===== config.mk =====
export PLATFORM = sky130hd
export DESIGN_NAME = bmpt_mulmod
export DESIGN_NICKNAME = d
export VERILOG_FILES = /design/src/bmpt_pkg.sv /design/src/bmpt_mulmod.sv
export SDC_FILE = /design/constraint.sdc
export NUM_CORES = 1
export LEC_CHECK = 0
export BUFFER_PORTS_ARGS = -buffer_cell sky130_fd_sc_hd__buf_4
export CAP_MARGIN = 20
export CORE_MARGIN = 2
export CORE_UTILIZATION = 54
export CTS_BUF_LIST = sky130_fd_sc_hd__clkbuf_4 sky130_fd_sc_hd__clkbuf_8 sky130_fd_sc_hd__clkbuf_16
export DETAILED_ROUTE_END_ITERATION = 7
export GPL_TIMING_DRIVEN = 0
export PLACE_DENSITY_LB_ADDON = 0.12
export SLEW_MARGIN = 30
export SYNTH_ARGS = -nofsm -noshare
export SYNTH_HDL_FRONTEND = slang
export SYNTH_SLANG_ARGS = --single-unit

===== constraint.sdc =====
create_clock -name clk -period 5.6 [get_ports clk]
set_input_delay 0.56 -clock clk [delete_from_list [all_inputs] [get_ports clk]]
set_output_delay 0.56 -clock clk [all_outputs]
set_load 0.01 [all_outputs]

===== src/bmpt_pkg.sv =====
// ----------------------------------------------------------------------------
// bmpt_pkg: shared types and constants
// Field structs, operation and status codes, and control state for the
// factorial table block.
// ----------------------------------------------------------------------------
package bmpt_pkg;

    localparam int TABLE_DEPTH = 4096;
    localparam int IDX_W       = $clog2(TABLE_DEPTH);
    localparam int VAL_W       = 30;
    localparam logic [VAL_W-1:0] PRIME_MOD    = 30'd1000000007;
    localparam logic [31:0]      INV_EXPONENT = 32'd1000000005;

    localparam logic [1:0] OP_EXTEND  = 2'd0;
    localparam logic [1:0] OP_COMBINE = 2'd1;
    localparam logic [1:0] OP_PERMUTE = 2'd2;

    localparam logic [1:0] ST_OK       = 2'd0;
    localparam logic [1:0] ST_NOT_BUILT = 2'd1;
    localparam logic [1:0] ST_R_GT_N   = 2'd2;
    localparam logic [1:0] ST_FULL     = 2'd3;

    typedef struct packed {
        logic [1:0]  operation;
        logic [11:0] top_index;
        logic [11:0] choose_count;
    } bmpt_in_t;

    typedef struct packed {
        logic [VAL_W-1:0] value;
        logic [1:0]       status;
    } bmpt_out_t;

    typedef enum logic [3:0] {
        S_IDLE,
        S_RD1,
        S_RD2,
        S_MUL1,
        S_WAIT1,
        S_MUL2,
        S_WAIT2,
        S_RD3,
        S_MUL3,
        S_WAIT3,
        S_POW_SQ,
        S_POW_SQW,
        S_POW_ML,
        S_POW_MLW,
        S_WRITE,
        S_DONE
    } bmpt_state_t;

endpackage


===== src/bmpt_mulmod.sv =====
// ----------------------------------------------------------------------------
// bmpt_mulmod: bit-serial modular multiplier
// Computes a*b mod PRIME_MOD by shift-and-add, one bit of b per cycle, with
// the running value held below the modulus by compare and subtract.
// ----------------------------------------------------------------------------
module bmpt_mulmod
    import bmpt_pkg::*;
(
    input  logic             clk,
    input  logic             rst_n,
    input  logic             go,
    input  logic [VAL_W-1:0] a,
    input  logic [VAL_W-1:0] b,
    output logic             done,
    output logic [VAL_W-1:0] product
);

    logic [VAL_W-1:0]         acc_reg, acc_next;
    logic [VAL_W-1:0]         a_reg;
    logic [VAL_W-1:0]         b_reg;
    logic [$clog2(VAL_W)-1:0] cnt_reg;
    logic                     run_reg;
    logic                     done_reg;

    logic [VAL_W:0] dbl, dbl_m, add, add_m;

    // Horner step: acc = 2*acc (+ a), each reduced once.
    always_comb
    begin
        dbl   = {acc_reg, 1'b0};
        dbl_m = (dbl >= {1'b0, PRIME_MOD}) ? dbl - {1'b0, PRIME_MOD} : dbl;
        add   = dbl_m + (b_reg[VAL_W-1] ? {1'b0, a_reg} : '0);
        add_m = (add >= {1'b0, PRIME_MOD}) ? add - {1'b0, PRIME_MOD} : add;
        acc_next = add_m[VAL_W-1:0];
    end

    always_ff @(posedge clk or negedge rst_n)
    begin
        if (!rst_n)
        begin
            run_reg  <= 1'b0;
            done_reg <= 1'b0;
            cnt_reg  <= '0;
        end
        else
        begin
            done_reg <= 1'b0;
            if (go)
            begin
                run_reg <= 1'b1;
                cnt_reg <= '0;
            end
            else if (run_reg)
            begin
                cnt_reg <= cnt_reg + 1'b1;
                if (cnt_reg == ($clog2(VAL_W))'(VAL_W - 1))
                begin
                    run_reg  <= 1'b0;
                    done_reg <= 1'b1;
                end
            end
        end
    end

    always_ff @(posedge clk)
    begin
        if (go)
        begin
            acc_reg <= '0;
            // Operand a may reach the modulus range edge; reduce it once.
            a_reg   <= (a >= PRIME_MOD) ? a - PRIME_MOD : a;
            b_reg   <= b;
        end
        else if (run_reg)
        begin
            acc_reg <= acc_next;
            b_reg   <= {b_reg[VAL_W-2:0], 1'b0};
        end
    end

    assign done    = done_reg;
    assign product = acc_reg;

endmodule


==> results.py <==
metrics = {
    "global_route": {
        "grt_max_degree": 32,
        "antenna_found_initial": 0,
        "grt_pass1_vias": 7130,
        "grt_pass1_wl_um": 37360,
        "grt-ovfl-total": 0,
        "grtUsageTotal_pct": 29.67,
    },
    "synth": {
        "syn-cell-area_mm2": 0.007953,
        "synth_ff_type": "edfxtp_1",
        "synth_top_family_by_area": "simple AND/OR/NAND/NOR gates",
        "ys_seq_elements": 97,
        "synth_xor_area_share_pct": 7.914,
        "synthArstFlopShare_pct": 7.216,
        "ys_types": 80,
        "synthAdderAreaFrac_pct": 5.758,
        "yosysWarnings": 0,
        "synth_mux_area_share_pct": 4.767,
        "synth-simple-area-share_pct": 23.93,
        "syn_inst": 918,
        "yosysTopAreaCell": "edfxtp_1",
        "synth_seq_area_share_pct": 32.41,
        "avgSynthCellArea_um2": 8.663,
        "synth_compound_area_share_pct": 21.79,
        "syn_nets": 1017,
        "synth_edf_count": 60,
        "synth_top_area_share_pct": 22.66,
        "synth.area.top_cells": "edfxtp_1 (23%), dfxtp_1 (7.6%), ha_1 (5.5%)",
    },
    "placement": {
        "gp_congestion": 1.011,
        "dp_slack_ps": -1307,
        "place_hpwl_um": 17200,
        "postPlaceCellArea_mm2": 0.008921,
        "port_buffers": 93,
    },
    "route": {
        "met2WireLength_um": 11680,
        "wl_met1_um": 10590,
        "num_vias": 8328,
        "first_pass_iters": 6,
        "drc": 0,
        "route.met3.wl_um": 2388,
        "highest_layer": "met4",
        "drt-total-wl_um": 25630,
        "antenna_left": 0,
        "wl_per_cell_um": 19.99,
        "vias_per_cell": 6.496,
        "drt_first_iter_violations": 1019,
    },
    "sta": {
        "fin_tns_setup_ps": -1000,
        "relSlewSlack_pct": 44.51,
        "max_freq_mhz": 175.1,
        "finalHoldViolCount": 0,
        "setup_viol": 27,
        "post-route-min-period_ps": 5711,
        "rsz0062_at_grt": "true",
        "layout_setup_ws_ps": -110.8,
        "maxSlewViolCount": 0,
        "finalClockSkew_ps": 10.62,
        "finalCritPeriodShare_pct": 102.0,
        "worst_pin_slew_ps": 829.6,
    },
    "die": {
        "die_w_um": 125.4,
        "row_count": 44,
        "dieArea_mm2": 0.01571,
        "die-height_um": 125.4,
        "start_util_pct": 54.93,
        "core_area_mm2": 0.01448,
        "io_pins": 94,
    },
    "power": {
        "power_frac_seq_pct": 16.7,
        "ir_drop_mv": 0.2904,
        "swShare_pct": 49.88,
        "p_per_area_mw_per_mm2": 617.2,
        "p_comb_share_pct": 73.8,
        "internal-power_w": 0.003352,
        "clockPowerShare_pct": 9.5,
        "power_switching_w": 0.003336,
        "leakagePower_nw": 4.384,
    },
    "critical_path": {
        "cp-start-kind": "register",
        "cp-end-kind": "register",
        "cp.arrival_ps": 6020,
        "critPathKind": "reg2reg",
        "critPathMaxFanout": 7,
        "reg2reg_slack_ps": -110,
        "crit_required_ps": 5910,
    },
    "finish": {
        "multi_input_area_mm2": 0.006046,
        "nNetsFinal": 1192,
        "num-fill-cells": 1031,
        "n_antenna_cell": 0,
        "layout-drive-gt1-share_pct": 33.42,
        "area_delta_synth_final_pct": 36.25,
        "stdcell_area_mm2": 0.01084,
        "register_area_mm2": 0.002589,
    },
    "clocking": {
        "cts-htree-levels": 3,
        "cts_tree": "yes",
        "clockBufferDepth": 2,
        "clock_sinks": 97,
        "clkTransAtPathRegs_ps": 80,
        "clk_latency_ps": 360,
        "cts_root_buf": "clkbuf_16",
        "cts_buffers": 9,
    },
    "run_status": {
        "status": "finished with violations",
        "violations": "negative setup slack",
    },
    "run": {
        "maxCapViolCount": 0,
    },
    "min_path": {
        "hold_class": "in2reg",
    },
}
metrics by stage:
stage               hold WS [ps]  util (%)  power, W  std cells
floorplan                  264.4         -  0.003455        918
global placement           375.5     61.57  0.004331       1195
detailed placement         379.1     61.61  0.004372       1195
CTS                        480.0     67.90  0.005573       1240
global route               486.3     74.84  0.007011       1282
finish                     477.1     74.84  0.006688       1282
Yosys cell counts (all sizes together), types with 22 or more instances:
library cell,number
mux2,31
inv,22
nand3,51
ha,35
nand2,78
nor2,65
xnor2,42
dfxtp,30
xor2,29
nand4,25
edfxtp,60
and2,44
clkbuf,33
nor3,31
a21oi,55
o21ai,50
area by class of cell:
type / instances / area share, %
multi-input cells: 755 / 55.80
flip-flops and latches: 97 / 23.89
repair buffers: 170 / 12.39
plain buffers: 38 / 2.275
clock buffers: 10 / 2.206
well taps: 184 / 2.125
inverters: 22 / 0.7852
clock inverters: 6 / 0.5312
per-layer routing:
metal	GRT usage [%]	vias to the layer above
met5	0	-
met4	11.57	0
met3	5.178	97
met2	45.36	496
met1	42.01	3899
li1	-	3836
cell usage in the layout, fill, tap and decap left out, drive strengths merged, types with 5 or more instances in the layout:
cell type / count
a211o: 6
a211oi: 13
a21o: 15
a21oi: 55
a22oi: 8
a311oi: 5
a31oi: 8
a32oi: 14
and2: 44
and3: 15
and4: 8
buf: 177
clkbuf: 40
dfrtp: 7
dfxtp: 30
edfxtp: 60
ha: 35
inv: 26
mux2: 31
nand2: 78
nand2b: 7
nand3: 51
nand3b: 5
nand4: 25
nor2: 65
nor2b: 9
nor3: 31
nor4: 9
o211a: 5
o211ai: 12
o21a: 10
o21ai: 50
o311ai: 6
o31ai: 5
or3: 9
xnor2: 42
xor2: 29
final timing paths:
check                      startpoint           to  depth (start not counted)
max                        product[5]  product[20]                         24
min                              b[0]     b_reg[0]                          2
max reg2reg                product[5]  product[20]                         24
min reg2reg                 b_reg[26]    b_reg[27]                          1
max in group asynchronous       rst_n   cnt_reg[4]                          2
min in group asynchronous       rst_n   cnt_reg[1]                          2
kinds of logic (layout without fill, tap and decap cells):
kind of cell | Yosys count | in the layout
DFF | 97 | 97
muxes | 34 | 34
and+or+nand+nor | 368 | 368
AOI/OAI and AO/OA | 246 | 246
xor gates and xnor gates | 71 | 71
adders and majority gates | 36 | 36
buffers and inverters | 66 | 246
power groups by stage:
stage	clock (W)	sequential, W	combinational (W)
after floorplan	0	0.00109	0.00237
after global placement	0	0.00110	0.00323
after detailed placement	0	0.00111	0.00326
after CTS	0.000630	0.00110	0.00384
after global routing	0.000656	0.00114	0.00522
final	0.000633	0.00112	0.00494
worst max-delay path, stage by stage (launching register included):
cell and delay (ps):
dfxtp_4 360, nor4_4 290, nand4b_1 120, and2_4 170, a2111oi_4 400, nor2b_1 120, o211a_1 260, a21oi_4 190
buf_6 160, buf_12 110, buf_6 100, nor2_1 50, xor2_1 160, ha_1 420, nand2_1 190, o21ai_1 410
a31oi_2 120, o21a_1 260, o41a_1 430, xor2_4 200, nor3_4 310, o311ai_4 180, buf_6 180, a2111o_1 360
nand3_1 70
timing repair:
item	4_1_cts	5_1_grt
setup buffers	29	42
pin swaps	30	75
setup endpoints to repair	30	30
resized for setup	82	150
endpoints found under the hold margin	7	0
gates cloned	2	3
hold buffers	1	0
Note: power is estimated with default switching activity, not from simulation.
